$ cat config.mk
export PLATFORM = sky130hd
export DESIGN_NAME = line_indent_tokenizer_top
export DESIGN_NICKNAME = d
export VERILOG_FILES = /design/src/rtl/core/lit_pkg.sv /design/src/rtl/core/lit_step.sv /design/src/rtl/core/line_indent_tokenizer_top.sv
export SDC_FILE = /design/constraint.sdc
export NUM_CORES = 1
export LEC_CHECK = 0
export ABC_AREA = 0
export BUFFER_PORTS_ARGS = -buffer_cell sky130_fd_sc_hd__buf_4
export CAP_MARGIN = 10
export CORE_ASPECT_RATIO = 1.25
export CORE_MARGIN = 5
export CORE_UTILIZATION = 62
export DETAILED_ROUTE_END_ITERATION = 6
export PLACE_DENSITY_LB_ADDON = 0.25
export SLEW_MARGIN = 15
export SYNTH_ARGS = -nofsm -noshare
export SYNTH_HDL_FRONTEND = slang
export SYNTH_SLANG_ARGS = --single-unit
$ cat constraint.sdc
create_clock -name clk -period 9.05 [get_ports clk]
set_input_delay 0.4525 -clock clk [delete_from_list [all_inputs] [get_ports clk]]
set_output_delay 0.4525 -clock clk [all_outputs]
set_load 0.05 [all_outputs]
$ cat src/rtl/core/lit_pkg.sv
// types and constants shared by the line indent tokenizer files
`default_nettype none
package lit_pkg;

	localparam int ByteW  = 8;
	localparam int CountW = 9;

	localparam logic [1:0] MODE_INDENT = 2'd0;
	localparam logic [1:0] MODE_TOKEN  = 2'd1;
	localparam logic [1:0] MODE_SKIP   = 2'd2;

	localparam logic [1:0] ROLE_INDENT   = 2'd0;
	localparam logic [1:0] ROLE_TOKEN    = 2'd1;
	localparam logic [1:0] ROLE_SEP      = 2'd2;
	localparam logic [1:0] ROLE_LINE_END = 2'd3;

	localparam logic [2:0] STATUS_OK          = 3'd0;
	localparam logic [2:0] STATUS_CONTROL     = 3'd1;
	localparam logic [2:0] STATUS_INDENT_LONG = 3'd2;
	localparam logic [2:0] STATUS_TOKEN_LONG  = 3'd3;
	localparam logic [2:0] STATUS_TOO_MANY    = 3'd4;

	localparam logic [7:0] CHAR_TAB   = 8'd9;
	localparam logic [7:0] CHAR_LF    = 8'd10;
	localparam logic [7:0] CHAR_CR    = 8'd13;
	localparam logic [7:0] CHAR_SPACE = 8'd32;

	localparam logic [7:0] LIMIT_RESET = 8'd100;

	localparam logic CFG_MAX_LENGTH = 1'b0;
	localparam logic CFG_MAX_COUNT  = 1'b1;

	typedef struct packed {
		logic [1:0]        mode;
		logic [CountW-1:0] indent_count;
		logic [CountW-1:0] token_length;
		logic [CountW-1:0] token_total;
	} lit_state_t;

	typedef struct packed {
		logic [ByteW-1:0]  echo_byte;
		logic [1:0]        byte_role;
		logic [ByteW-1:0]  token_number;
		logic [ByteW-1:0]  char_position;
		logic              token_first;
		logic              line_done;
		logic [2:0]        line_status;
		logic [CountW-1:0] tokens_in_line;
		logic [CountW-1:0] indent_length;
	} lit_result_t;

endpackage
`default_nettype wire

$ cat src/rtl/core/lit_step.sv
// per-byte classification, counting and next line state
`default_nettype none
module lit_step (
	input  var lit_pkg::lit_state_t  state,
	input  var logic [7:0]           data_byte,
	input  var logic                 end_of_input,
	input  var logic [7:0]           max_token_length,
	input  var logic [7:0]           count_limit,
	output lit_pkg::lit_state_t      state_next,
	output lit_pkg::lit_result_t     result
);
	import lit_pkg::*;

	logic [CountW-1:0] ic_inc;
	logic [CountW-1:0] tt_inc;
	logic [CountW-1:0] tl_base;
	logic [CountW-1:0] tl_inc;
	logic [CountW-1:0] max_len;
	logic [CountW-1:0] max_cnt;
	logic              line_end;
	logic              is_blank;
	logic              is_control;

	always_comb begin
		max_len    = {1'b0, max_token_length};
		max_cnt    = {1'b0, count_limit};
		ic_inc     = state.indent_count + CountW'(1);
		tt_inc     = state.token_total + CountW'(1);
		tl_base    = (state.mode == MODE_TOKEN) ? state.token_length : '0;
		tl_inc     = tl_base + CountW'(1);
		line_end   = end_of_input || (data_byte inside {CHAR_LF, CHAR_CR});
		is_blank   = data_byte inside {CHAR_TAB, CHAR_SPACE};
		is_control = data_byte < CHAR_SPACE;

		result = '0;
		result.echo_byte = end_of_input ? '0 : data_byte;
		state_next = state;

		if (line_end) begin
			result.byte_role      = ROLE_LINE_END;
			result.line_done      = 1'b1;
			result.indent_length  = state.indent_count;
			result.tokens_in_line = state.token_total;
			if (state.mode == MODE_TOKEN && state.token_length != '0) begin
				result.tokens_in_line = tt_inc;
				if (tt_inc > max_cnt)
					result.line_status = STATUS_TOO_MANY;
			end
			state_next = '0;
		end else if (is_control && !is_blank) begin
			result.byte_role      = ROLE_LINE_END;
			result.line_done      = 1'b1;
			result.line_status    = STATUS_CONTROL;
			result.indent_length  = state.indent_count;
			result.tokens_in_line = state.token_total;
			state_next = '0;
		end else if (is_blank) begin
			case (state.mode)
				MODE_INDENT: begin
					result.byte_role     = ROLE_INDENT;
					result.char_position = state.indent_count[ByteW-1:0];
					state_next.indent_count = ic_inc;
					if (ic_inc > max_len) begin
						result.line_done      = 1'b1;
						result.line_status    = STATUS_INDENT_LONG;
						result.indent_length  = ic_inc;
						result.tokens_in_line = state.token_total;
						state_next = '0;
					end
				end
				MODE_TOKEN: begin
					result.byte_role        = ROLE_SEP;
					state_next.mode         = MODE_SKIP;
					state_next.token_length = '0;
					state_next.token_total  = tt_inc;
					if (tt_inc > max_cnt) begin
						result.line_done      = 1'b1;
						result.line_status    = STATUS_TOO_MANY;
						result.indent_length  = state.indent_count;
						result.tokens_in_line = tt_inc;
						state_next = '0;
					end
				end
				default: begin
					result.byte_role = ROLE_SEP;
				end
			endcase
		end else begin
			result.byte_role     = ROLE_TOKEN;
			result.token_first   = (state.mode != MODE_TOKEN);
			result.token_number  = state.token_total[ByteW-1:0];
			result.char_position = tl_base[ByteW-1:0];
			state_next.mode         = MODE_TOKEN;
			state_next.token_length = tl_inc;
			if (tl_inc > max_len) begin
				result.line_done      = 1'b1;
				result.line_status    = STATUS_TOKEN_LONG;
				result.indent_length  = state.indent_count;
				result.tokens_in_line = state.token_total;
				state_next = '0;
			end
		end
	end

endmodule
`default_nettype wire

$ cat src/rtl/core/line_indent_tokenizer_top.sv
// top level of the line indent tokenizer
`default_nettype none
// Takes one text byte per item and returns one result item per byte, giving
// its role (indent blank, token char, separator blank, line end), token index,
// position, and at a line end or abort the status, token count and indent
// length. It takes one item per cycle unless m_tready stalls. The line state
// (mode and the three counters) is updated as an item moves from the input
// register to the result register. The result register frees itself as soon
// as m_tready is high; input is taken while a result waits if the input
// register is empty. Limits must be written on the cfg port only while no
// item is in flight; the block does not enforce this. Both limits reset to 100.
module line_indent_tokenizer_top (
	input  var logic        clk,
	input  var logic        arst_n,
	input  var logic        s_tvalid,
	output logic            s_tready,
	input  var logic [7:0]  s_tdata,   // data_byte
	input  var logic        s_tuser,   // end_of_input
	output logic            m_tvalid,
	input  var logic        m_tready,
	// echo_byte, token_number, char_position, token_first, line_status,
	// tokens_in_line, indent_length, two zero bits
	output logic [47:0]     m_tdata,
	output logic [1:0]      m_tuser,   // byte_role
	output logic            m_tlast,   // line_done
	input  var logic        cfg_valid,
	output logic            cfg_ready,
	input  var logic        cfg_index,
	input  var logic [7:0]  cfg_data
);
	import lit_pkg::*;

	logic        valid_s1;
	logic [7:0]  byte_s1;
	logic        eoi_s1;
	logic        valid_s2;
	lit_result_t res_s2;
	lit_state_t  state_q;
	lit_state_t  state_next;
	lit_result_t result;
	logic [7:0]  max_len_q;
	logic [7:0]  max_cnt_q;
	logic        advance_s2;
	logic        fire_s1;

	assign advance_s2 = !valid_s2 || m_tready;
	assign fire_s1    = valid_s1 && advance_s2;
	assign s_tready   = !valid_s1 || advance_s2;
	assign cfg_ready  = 1'b1;

	lit_step u_step (
		.state            (state_q),
		.data_byte        (byte_s1),
		.end_of_input     (eoi_s1),
		.max_token_length (max_len_q),
		.count_limit      (max_cnt_q),
		.state_next       (state_next),
		.result           (result)
	);

	always_ff @(posedge clk or negedge arst_n) begin
		if (!arst_n) begin
			valid_s1  <= 1'b0;
			valid_s2  <= 1'b0;
			state_q   <= '0;
			max_len_q <= LIMIT_RESET;
			max_cnt_q <= LIMIT_RESET;
		end else begin
			if (s_tready)
				valid_s1 <= s_tvalid;
			if (advance_s2)
				valid_s2 <= valid_s1;
			if (fire_s1)
				state_q <= state_next;
			if (cfg_valid && cfg_ready) begin
				if (cfg_index == CFG_MAX_LENGTH)
					max_len_q <= cfg_data;
				else
					max_cnt_q <= cfg_data;
			end
		end
	end

	always_ff @(posedge clk) begin
		if (s_tvalid && s_tready) begin
			byte_s1 <= s_tdata;
			eoi_s1  <= s_tuser;
		end
		if (fire_s1)
			res_s2 <= result;
	end

	assign m_tvalid = valid_s2;
	assign m_tuser  = res_s2.byte_role;
	assign m_tlast  = res_s2.line_done;
	assign m_tdata  = {2'b00, res_s2.indent_length, res_s2.tokens_in_line,
		res_s2.line_status, res_s2.token_first, res_s2.char_position,
		res_s2.token_number, res_s2.echo_byte};

endmodule
`default_nettype wire

==> results of run 1 <==
## how the worst max path moves through the flow
stage	startpoint	to	slack, ns	depth (start not counted)
final	state_q[27]$_DFFE_PN0P_	m_tdata[34]$_DFFE_PP_	4.51	14
after floorplan	state_q[27]$_DFFE_PN0P_	m_tdata[34]$_DFFE_PP_	5.62	16
after CTS	state_q[27]$_DFFE_PN0P_	m_tdata[34]$_DFFE_PP_	4.61	14
after global placement	state_q[27]$_DFFE_PN0P_	m_tdata[34]$_DFFE_PP_	4.66	14
after global routing	state_q[27]$_DFFE_PN0P_	m_tdata[34]$_DFFE_PP_	4.13	14
after detailed placement	state_q[27]$_DFFE_PN0P_	m_tdata[34]$_DFFE_PP_	4.66	14
## layout by cell type (no fill, tap or decap), types with 8 or more instances in the layout
| cell | instances |
|---|---|
| edfxtp_1 | 58 |
| nand2_1 | 48 |
| a211oi_1 | 8 |
| ha_1 | 27 |
| mux2_2 | 9 |
| inv_1 | 32 |
| o21ai_1 | 11 |
| a21oi_1 | 19 |
| nor2b_1 | 14 |
| buf_4 | 77 |
| dfrtp_1 | 41 |
| and2_1 | 12 |
| nor2_1 | 29 |
| o21ai_0 | 33 |
| clkbuf_8 | 10 |
| nor3_1 | 8 |
| nand3_1 | 31 |
## power groups by stage
stage,Sequential (uW),Clock [uW],Combinational (uW)
6_report,560,284,196
3_5_place_dp,571,0,196
2_1_floorplan,616,0,88.8
4_1_cts,560,288,197
3_3_place_gp,569,0,192
5_1_grt,564,309,211
## cell type report
| cell class | instances | area [sq um] |
|---|---|---|
| fillers | 664 | 2350 |
| clock buffers | 15 | 156.4 |
| flip-flops and latches | 105 | 2925 |
| clock inverters | 1 | 30.03 |
| inverters | 33 | 123.9 |
| multi-input cells | 370 | 2435 |
| well taps | 120 | 150.1 |
| repair buffers | 77 | 578.1 |
## logic make-up (layout without fill, tap and decap cells)
logic type	after synthesis	count (layout)	share of synthesized area, %
muxes	10	10	1.984
xor gates and xnor gates	12	12	1.873
other	2	3	0.1338
buffers and inverters	59	126	4.571
adders and majority gates	27	27	6.020
DFF	105	105	52.13
and+or+nand+nor	192	192	17.93
AOI/OAI and AO/OA	126	126	15.36
## registers in the layout, indices dropped and copies added, names as in the netlist
register   flops
state_q       29
max_len_q      8
m_tuser        2
valid_s1       1
m_tvalid       1
eoi_s1         1
byte_s1        8
m_tdata       46
m_tlast        1
max_cnt_q      8
## through the flow
step	instance area [sq um]	total power (uW)	worst slack, ns	cells	util (%)
floorplan	5615	704.6	5.617	534	-
global placement	6212	760.9	4.664	705	71.01
detailed placement	6212	766.8	4.663	705	71.01
CTS	6399	1045	4.612	721	73.14
global route	6399	1084	4.134	721	73.14
finish	6399	1041	4.514	721	73.14
## routing by layer
metal | GRT usage [%] | up-vias | share of wire (%)
li1 | - | 2041 | -
met1 | 30.21 | 2121 | 40
met2 | 43.02 | 170 | 52
met3 | 3.995 | 22 | 5.5
met4 | 8.181 | 0 | 2.1
met5 | 0 | - | 0
==> impl_metrics.json, run 1 <==
{
  "status": "finished, final reports clean",
  "dr.pass1.iters": 6,
  "synth_common_cells": "58 x edfxtp_1, 48 x nand2_1, 41 x dfrtp_1",
  "cpPeakStageDelay_ns": 0.66,
  "switchingPower_uw": 303.3,
  "post_drt_via_cell_ratio": 6.039,
  "ff2ff_path_depth": 14,
  "cts_resized": 0,
  "grtUsageTotal_pct": 24.35,
  "drive_above_1_share_pct": 21.80,
  "synth_warnings": 0,
  "start_util_pct": 64.14,
  "io_pins": 77,
  "tightestPinTransition_ns": 1.036,
  "yosysMostFrequentCell": "edfxtp_1",
  "cellLeakagePower_uw": 0.002721,
  "grt.overflow.total": 0,
  "setup_tns_ns": 0,
  "hold_viol_final": 0,
  "synthCells": 533,
  "cp_slowest_cell": "dfrtp_1",
  "core_sq_mm": 0.008748,
  "path_class": "flop to flop",
  "fin_nets": 646,
  "async_flop_share_pct": 44.76,
  "post-cts-setup-buffers": 0,
  "synth.area.top_cells": "edfxtp_1 31%, dfrtp_1 18%, ha_1 6.0%, nand2_1 3.2%, o21ai_0 2.9%",
  "route.detailed.drc": 0,
  "hpwl_um": 9762,
  "cts_buffers": 9,
  "cts_hold_buffers": 0,
  "seq_area_frac_synth_pct": 52.13,
  "fin_crit_ns": 4.536,
  "combPwrFrac_pct": 18.9,
  "setup_viol": 0,
  "via_count": 4354,
  "powerDensity_mw_per_mm2": 162.6,
  "avgSynthCellArea_sq_um": 10.53,
  "die_x_um": 95.09,
  "start_kind": "flop",
  "syn-cell-area_sq_mm": 0.005612,
  "fmax_mhz": 220.5,
  "required_ns": 9.23,
  "insertion_delay_ns": 0.36,
  "r2r_slack_ns": 4.51,
  "synth_cell_types": 71,
  "port_buffers": 73,
  "synthFlopType": "edfxtp_1",
  "relSlewSlack_pct": 30.88,
  "r2r_start": "state_q[27]$_DFFE_PN0P_",
  "die_area_sq_mm": 0.01107,
  "fin_skew_ns": 0.01537,
  "crit_family": "simple AND/OR/NAND/NOR gates",
  "crit_chain": "nor2b_1, and2_1, ha_1, nand4_1, nor2_1, xnor2_1, nor2_1, ha_1, nand3_1, a31o_2, a2bb2oi_1, o21ai_0, nor2b_1, a221oi_1",
  "grt_max_degree": 50,
  "rows": 38,
  "cp_num_buf_inv": 0,
  "maxCapViolations": 0,
  "ant_nets": 0,
  "reg2reg_to": "m_tdata[34]$_DFFE_PP_",
  "cts.sinks": 105,
  "fin_crit_sh_pct": 50.12,
  "htree_levels": 3,
  "min_path_type": "input port to asynchronous set/reset pin",
  "globalplace.congestion": 0.9643,
  "ys_ff_latch": 105,
  "yosysTopAreaCell": "edfxtp_1",
  "clk_pin_slew_ns": 0.10,
  "pwr-share-clk_pct": 27.3,
  "cts_tree": "done",
  "cts-root-buf": "clkbuf_8",
  "synth-edff-count": 58,
  "grt_pass1_vias": 4276,
  "synth_top_cell_area_share_pct": 31.04,
  "end_kind": "flop",
  "antenna_found_initial": 0,
  "clock_path_buffers": 2,
  "die_height_um": 116.4,
  "rsz0062_at_grt": "no",
  "grt_pass1_wl_um": 20730,
  "max-vdd-ir-drop_uv": 111.6,
  "seq_power_share_pct": 53.8,
  "syn2layout_area_growth_pct": 14.02,
  "n_antenna_cell": 0,
  "path_max_fanout": 18,
  "whs_ns": 0.1032,
  "p_sw_share_pct": 29.14,
  "avgRoutedWirePerCell_um": 17.88,
  "arrival_ns": 4.72,
  "slew_viol_final": 0,
  "internal-power_uw": 737.4,
  "dr.first_iter.drc_count": 381,
  "wl_um": 12890
}
Power figures use the tool's default switching activity.
==> run 2, diff against run 1 <==
- CORE_UTILIZATION: 62 -> 52
- clock period: 9.05 -> 3.9 ns (I/O delays scaled with it)
==> impl_metrics.json, run 2 (synthesis results as in run 1) <==
{
  "status": "finished, final reports clean",
  "post-cts-setup-buffers": 0,
  "globalplace.congestion": 0.8845,
  "path_class": "flop to flop",
  "avgRoutedWirePerCell_um": 17.65,
  "fin_crit_ns": 3.653,
  "r2r_slack_ns": 0.25,
  "drive_above_1_share_pct": 24.64,
  "post_drt_via_cell_ratio": 5.794,
  "syn2layout_area_growth_pct": 19.84,
  "route.detailed.drc": 0,
  "n_antenna_cell": 0,
  "mostFrequentLayoutCells": "92 x buf_4, 58 x edfxtp_1, 48 x nand2_1, 41 x dfrtp_1, 33 x o21ai_0",
  "die_x_um": 102.9,
  "port_buffers": 73,
  "grt_pass1_vias": 4237,
  "total_power_uw": 2820,
  "min_path_cells": 1,
  "relSlewSlack_pct": 46.06,
  "cpPeakStageDelay_ns": 0.41,
  "start_kind": "flop",
  "core_sq_mm": 0.01056,
  "cellLeakagePower_uw": 0.002891,
  "instances_no_fill": 749,
  "slew_viol_final": 0,
  "r2r_start": "state_q[1]$_DFFE_PN0P_",
  "crit_chain": "ha_1, nand3_2, nor2_1, nor2b_1, or2_2, ha_1, a21o_1, a21oi_1, nor4b_4, o21a_1, o31ai_1, buf_4, nand2b_1, a32o_1",
  "crit_top_cell": "ha_1",
  "cts-root-buf": "clkbuf_16",
  "rows": 42,
  "hold_viol_final": 0,
  "cts_tree": "done",
  "min_path_type": "input port to flop",
  "fin_nets": 662,
  "dr.pass1.iters": 5,
  "path_max_fanout": 7,
  "arrival_ns": 3.76,
  "setup_viol": 0,
  "powerDensity_mw_per_mm2": 419.3,
  "end_kind": "flop",
  "min-delay-start": "s_tdata[1]",
  "fmax_mhz": 273.7,
  "reg2reg_to": "m_tdata[42]$_DFFE_PP_",
  "hpwl_um": 9883,
  "max-vdd-ir-drop_uv": 196.8,
  "place_inst": 732,
  "dr.first_iter.drc_count": 381,
  "antenna_found_initial": 0,
  "via_count": 4340,
  "start_util_pct": 53.13,
  "htree_levels": 3,
  "fin_skew_ns": 0.005531,
  "maxCapViolations": 0,
  "wl_um": 13220,
  "largest_register_ffs": 46,
  "grt_max_degree": 50,
  "cts.sinks": 105,
  "insertion_delay_ns": 0.35,
  "io_pins": 77,
  "ff2ff_path_depth": 14,
  "mostFrequentLayoutCell": "buf_4",
  "grt.overflow.total": 0,
  "cts_buffers": 9,
  "final_core_util_pct": 63.67,
  "grtUsageTotal_pct": 21.18,
  "rsz0062_at_grt": "no",
  "grt_pass1_wl_um": 21520,
  "fin_crit_sh_pct": 93.67,
  "ant_nets": 0,
  "clock_path_buffers": 2,
  "cp_slowest_cell": "dfrtp_1",
  "holdPathEnd": "byte_s1[1]$_DFFE_PP_",
  "die_area_sq_mm": 0.01298,
  "required_ns": 4.00,
  "die_height_um": 126.1,
  "clk_pin_slew_ns": 0.07,
  "tightestPinTransition_ns": 0.8074
}
## run 2: metal layers
layer	share of wire [%]	GRT usage, %
met4	2.1	8.079
met3	5.8	3.595
met2	52	35.40
met1	41	27.20
met5	0	0
## run 2: what timing repair did
item                                   in CTS  in global routing
setup endpoints to repair                   2                 18
hold buffers                                1                  0
endpoints found under the hold margin      41                  0
gates resized for setup                     1                  2
gates cloned                                0                  0
## run 2: final cells by class
cell class / count / area, sq um
Multi-Input combinational cell: 370 / 2456
Sequential cell: 105 / 2925
Fill cell: 848 / 3837
Tap cell: 132 / 165.2
Timing Repair Buffer: 93 / 700.7
Clock buffer: 10 / 239.0
Inverter: 33 / 123.9
Clock inverter: 6 / 115.1
## run 2: how the worst max path moves through the flow
stage                                  from                 endpoint  slack [ns]
finish               state_q[1]$_DFFE_PN0P_    m_tdata[42]$_DFFE_PP_        0.25
global route        state_q[28]$_DFFE_PN0P_    m_tdata[34]$_DFFE_PP_       0.006
CTS                 state_q[28]$_DFFE_PN0P_  state_q[23]$_DFFE_PN0P_        0.14
detailed placement   state_q[1]$_DFFE_PN0P_    m_tdata[38]$_DFFE_PP_        0.03
global placement     state_q[1]$_DFFE_PN0P_    m_tdata[42]$_DFFE_PP_       -0.03
floorplan           state_q[27]$_DFFE_PN0P_    m_tdata[34]$_DFFE_PP_        0.47
## run 2: power by group
group / switching, uW / internal, uW / total [uW]
Combinational: 329 / 152 / 482
Sequential: 35.4 / 1260 / 1290
Clock: 399 / 647 / 1050
## run 2: per-stage QoR
step           TNS (ns)  hold WS (ns)  cell area (sq um)  worst slack (ns)
2_1_floorplan         0       -0.1006               5615            0.4670
3_3_place_gp   -0.05433        0.2415               6340          -0.02873
3_5_place_dp          0        0.2561               6340           0.03054
4_1_cts               0       0.01184               6710            0.1372
5_1_grt               0       0.01174               6725          0.005760
6_report              0       0.01903               6725            0.2469
## run 2: critical path, delay by kind of cell, from the launching register on
kind	cells	cell delay (ns)
buffers and inverters	1	0.19
adders and majority gates	2	0.53
AOI/OAI and AO/OA	5	0.91
DFF	1	0.41
and+or+nand+nor	6	1.36
==> run 3, diff against run 2 <==
- ABC_AREA: 0 -> 1
- CORE_UTILIZATION: 52 -> 53
==> impl_metrics.json, run 3 <==
{
  "synthAdderAreaFrac_pct": 5.567,
  "antenna_found_initial": 0,
  "start_kind": "flop",
  "path_max_fanout": 14,
  "grt_pass1_wl_um": 24520,
  "globalplace.congestion": 0.9685,
  "synthMuxAreaShare_pct": 0,
  "synthFlopType": "edfxtp_1",
  "grt.overflow.total": 0,
  "core_sq_mm": 0.01114,
  "synth-xor-area-share_pct": 2.021,
  "avgSynthCellArea_sq_um": 8.370,
  "end_kind": "flop",
  "relSlewSlack_pct": 57.44,
  "n_antenna_cell": 0,
  "setup_tns_ns": 0,
  "hold_viol_final": 0,
  "start_util_pct": 54.49,
  "holdPathEnd": "byte_s1[2]$_DFFE_PP_",
  "die_height_um": 129.6,
  "yosysTopAreaCell": "edfxtp_1",
  "port_buffers": 73,
  "avgRoutedWirePerCell_um": 16.34,
  "dr.first_iter.drc_count": 454,
  "setup_viol": 0,
  "fin_skew_ns": 0.009415,
  "dr.pass1.iters": 6,
  "min-delay-start": "s_tdata[2]",
  "cts_buffers": 9,
  "wl_um": 15290,
  "synth-edff-count": 58,
  "synth_top_cell_area_share_pct": 28.70,
  "grt_max_degree": 50,
  "syn2layout_area_growth_pct": 15.67,
  "rows": 43,
  "fin_crit_sh_pct": 89.95,
  "powerDensity_mw_per_mm2": 426.4,
  "fin_nets": 846,
  "dpl_worst_slack_ns": 0.2512,
  "synthCells": 725,
  "min_path_type": "input port to flop",
  "hpwl_um": 11530,
  "fmax_mhz": 285.1,
  "synth_common_cells": "210 x nand2_1, 95 x inv_1, 58 x edfxtp_1, 58 x nor2_1, 41 x dfrtp_1",
  "seq_area_frac_synth_pct": 48.21,
  "place_inst": 919,
  "arrival_ns": 3.61,
  "ant_nets": 0,
  "synth.area.top_cells": "edfxtp_1 29%, dfrtp_1 17%, nand2_1 13%, inv_1 5.9%, ha_1 5.6%",
  "route.detailed.drc": 0,
  "maxCapViolations": 0,
  "insertion_delay_ns": 0.35,
  "status": "finished, final reports clean",
  "synth_simple_gate_area_share_pct": 27.61,
  "r2r_slack_ns": 0.39,
  "synth-compound-area-share_pct": 7.918,
  "instances_no_fill": 936,
  "cts-root-buf": "clkbuf_16",
  "htree_levels": 3,
  "die_x_um": 105.7,
  "slew_viol_final": 0,
  "max-vdd-ir-drop_uv": 197.6,
  "drive_above_1_share_pct": 18.35,
  "die_area_sq_mm": 0.01370,
  "r2r_start": "state_q[28]$_DFFE_PN0P_",
  "cts_tree": "done",
  "mostFrequentLayoutCell": "nand2_1",
  "post_drt_via_cell_ratio": 5.427,
  "syn-cell-area_sq_mm": 0.006068,
  "cellLeakagePower_uw": 0.003392,
  "async_flop_share_pct": 44.76,
  "cts.sinks": 105,
  "required_ns": 4.00,
  "via_count": 5080,
  "fin_crit_ns": 3.508,
  "tightestPinTransition_ns": 0.6383,
  "ys_ff_latch": 105,
  "clock_path_buffers": 2,
  "synth_warnings": 0,
  "io_pins": 77,
  "reg2reg_to": "m_tdata[40]$_DFFE_PP_",
  "mostFrequentLayoutCells": "209 x nand2_1, 95 x inv_1, 78 x buf_4, 58 x edfxtp_1, 57 x nor2_1",
  "yosysMostFrequentCell": "nand2_1",
  "synth_top_family_by_area": "simple AND/OR/NAND/NOR gates",
  "clk_pin_slew_ns": 0.07,
  "grtUsageTotal_pct": 22.70,
  "grt_pass1_vias": 4894,
  "path_class": "flop to flop",
  "ff2ff_path_depth": 25,
  "synth_cell_types": 39,
  "nFillCells": 944,
  "worst_slack_ns": 0.3919,
  "rsz0062_at_grt": "no",
  "min_path_cells": 1,
  "largest_register_ffs": 46
}
## run 3: cell types whose count changed in the layout (fill, tap and decap cells not counted), sizes merged, moves of 6 or more
cell,change
nand4,+12
nand3,+12
o31ai,-6
mux2,-9
xnor2,-7
and2,-14
inv,+71
or2,-6
nor2,+38
xor2,+9
nor2b,-14
buf,-14
nand2,+175
## run 3: repair_timing
| action | in CTS | in global routing |
|---|---|---|
| hold buffers | 1 | 0 |
| endpoints found under the hold margin | 41 | 0 |
| setup endpoints to repair | 0 | 35 |
| setup buffers | 0 | 0 |
| gates resized for setup | 0 | 3 |
## run 3: power breakdown
group	internal [uW]	total (uW)	switching, uW
clock	503	902	399
combinational	200	745	545
sequential	1290	1350	51.0
total	2000	2990	995
## run 3: worst max-delay path by stage
stage               slack, ns                     from                      to
floorplan                0.88  state_q[28]$_DFFE_PN0P_   m_tdata[41]$_DFFE_PP_
global placement         0.40  state_q[28]$_DFFE_PN0P_   m_tdata[43]$_DFFE_PP_
detailed placement       0.25  state_q[28]$_DFFE_PN0P_   m_tdata[40]$_DFFE_PP_
CTS                      0.21  state_q[28]$_DFFE_PN0P_   m_tdata[40]$_DFFE_PP_
global route             0.03  state_q[28]$_DFFE_PN0P_  state_q[2]$_DFFE_PN0P_
finish                   0.39  state_q[28]$_DFFE_PN0P_   m_tdata[40]$_DFFE_PP_
## run 3: through the flow
stage,hold WS (ns),utilization (%),area [sq um],power [uW]
5_1_grt,0.01507,63.03,7019,3119
3_3_place_gp,0.2405,60.24,6709,2095
2_1_floorplan,-0.1006,-,6076,1898
6_report,0.02786,63.03,7019,2993
3_5_place_dp,0.2527,60.24,6709,2108
4_1_cts,0.02006,62.96,7012,3004
## run 3: final cells by class
class | instances | area (sq um) | share of cell area, %
flip-flops and latches | 105 | 2925 | 41.68
multi-input cells | 497 | 2644 | 37.66
repair buffers | 79 | 595.6 | 8.485
inverters | 104 | 392.9 | 5.597
clock buffers | 15 | 284.0 | 4.046
well taps | 135 | 168.9 | 2.406
clock inverters | 1 | 8.758 | 0.1248
## run 3: worst max-delay path, cell delays in order (launching register included)
cell     delay (ns)
dfrtp_1        0.42
inv_2          0.11
nand2_2        0.13
inv_4          0.16
nand2_1        0.15
inv_1          0.11
ha_1           0.19
nand3_1        0.10
nor2_2         0.19
xor2_1         0.17
inv_1          0.07
ha_1           0.29
nand2_1        0.08
nor2_1         0.06
nand2_1        0.05
nand3_1        0.06
nand2_1        0.06
nand2_1        0.05
nand2_1        0.05
nand2_1        0.06
nand2_2        0.12
nand3_2        0.13
nand2_2        0.13
nand2_2        0.14
nand2_1        0.10
nand2_1        0.05
## run 3: kinds of logic after synthesis
logic type	after synthesis
DFF	105
xor gates and xnor gates	14
buffers and inverters	124
other	2
and+or+nand+nor	371
adders and majority gates	27
AOI/OAI and AO/OA	82
## run 3: metal layers
layer	global-route usage, %	vias to the layer above	share of wire (%)
li1	-	2494	-
met5	0	-	0
met1	28.98	2334	42
met4	9.375	0	2.7
met2	38.33	222	48
met3	4.185	30	6.8
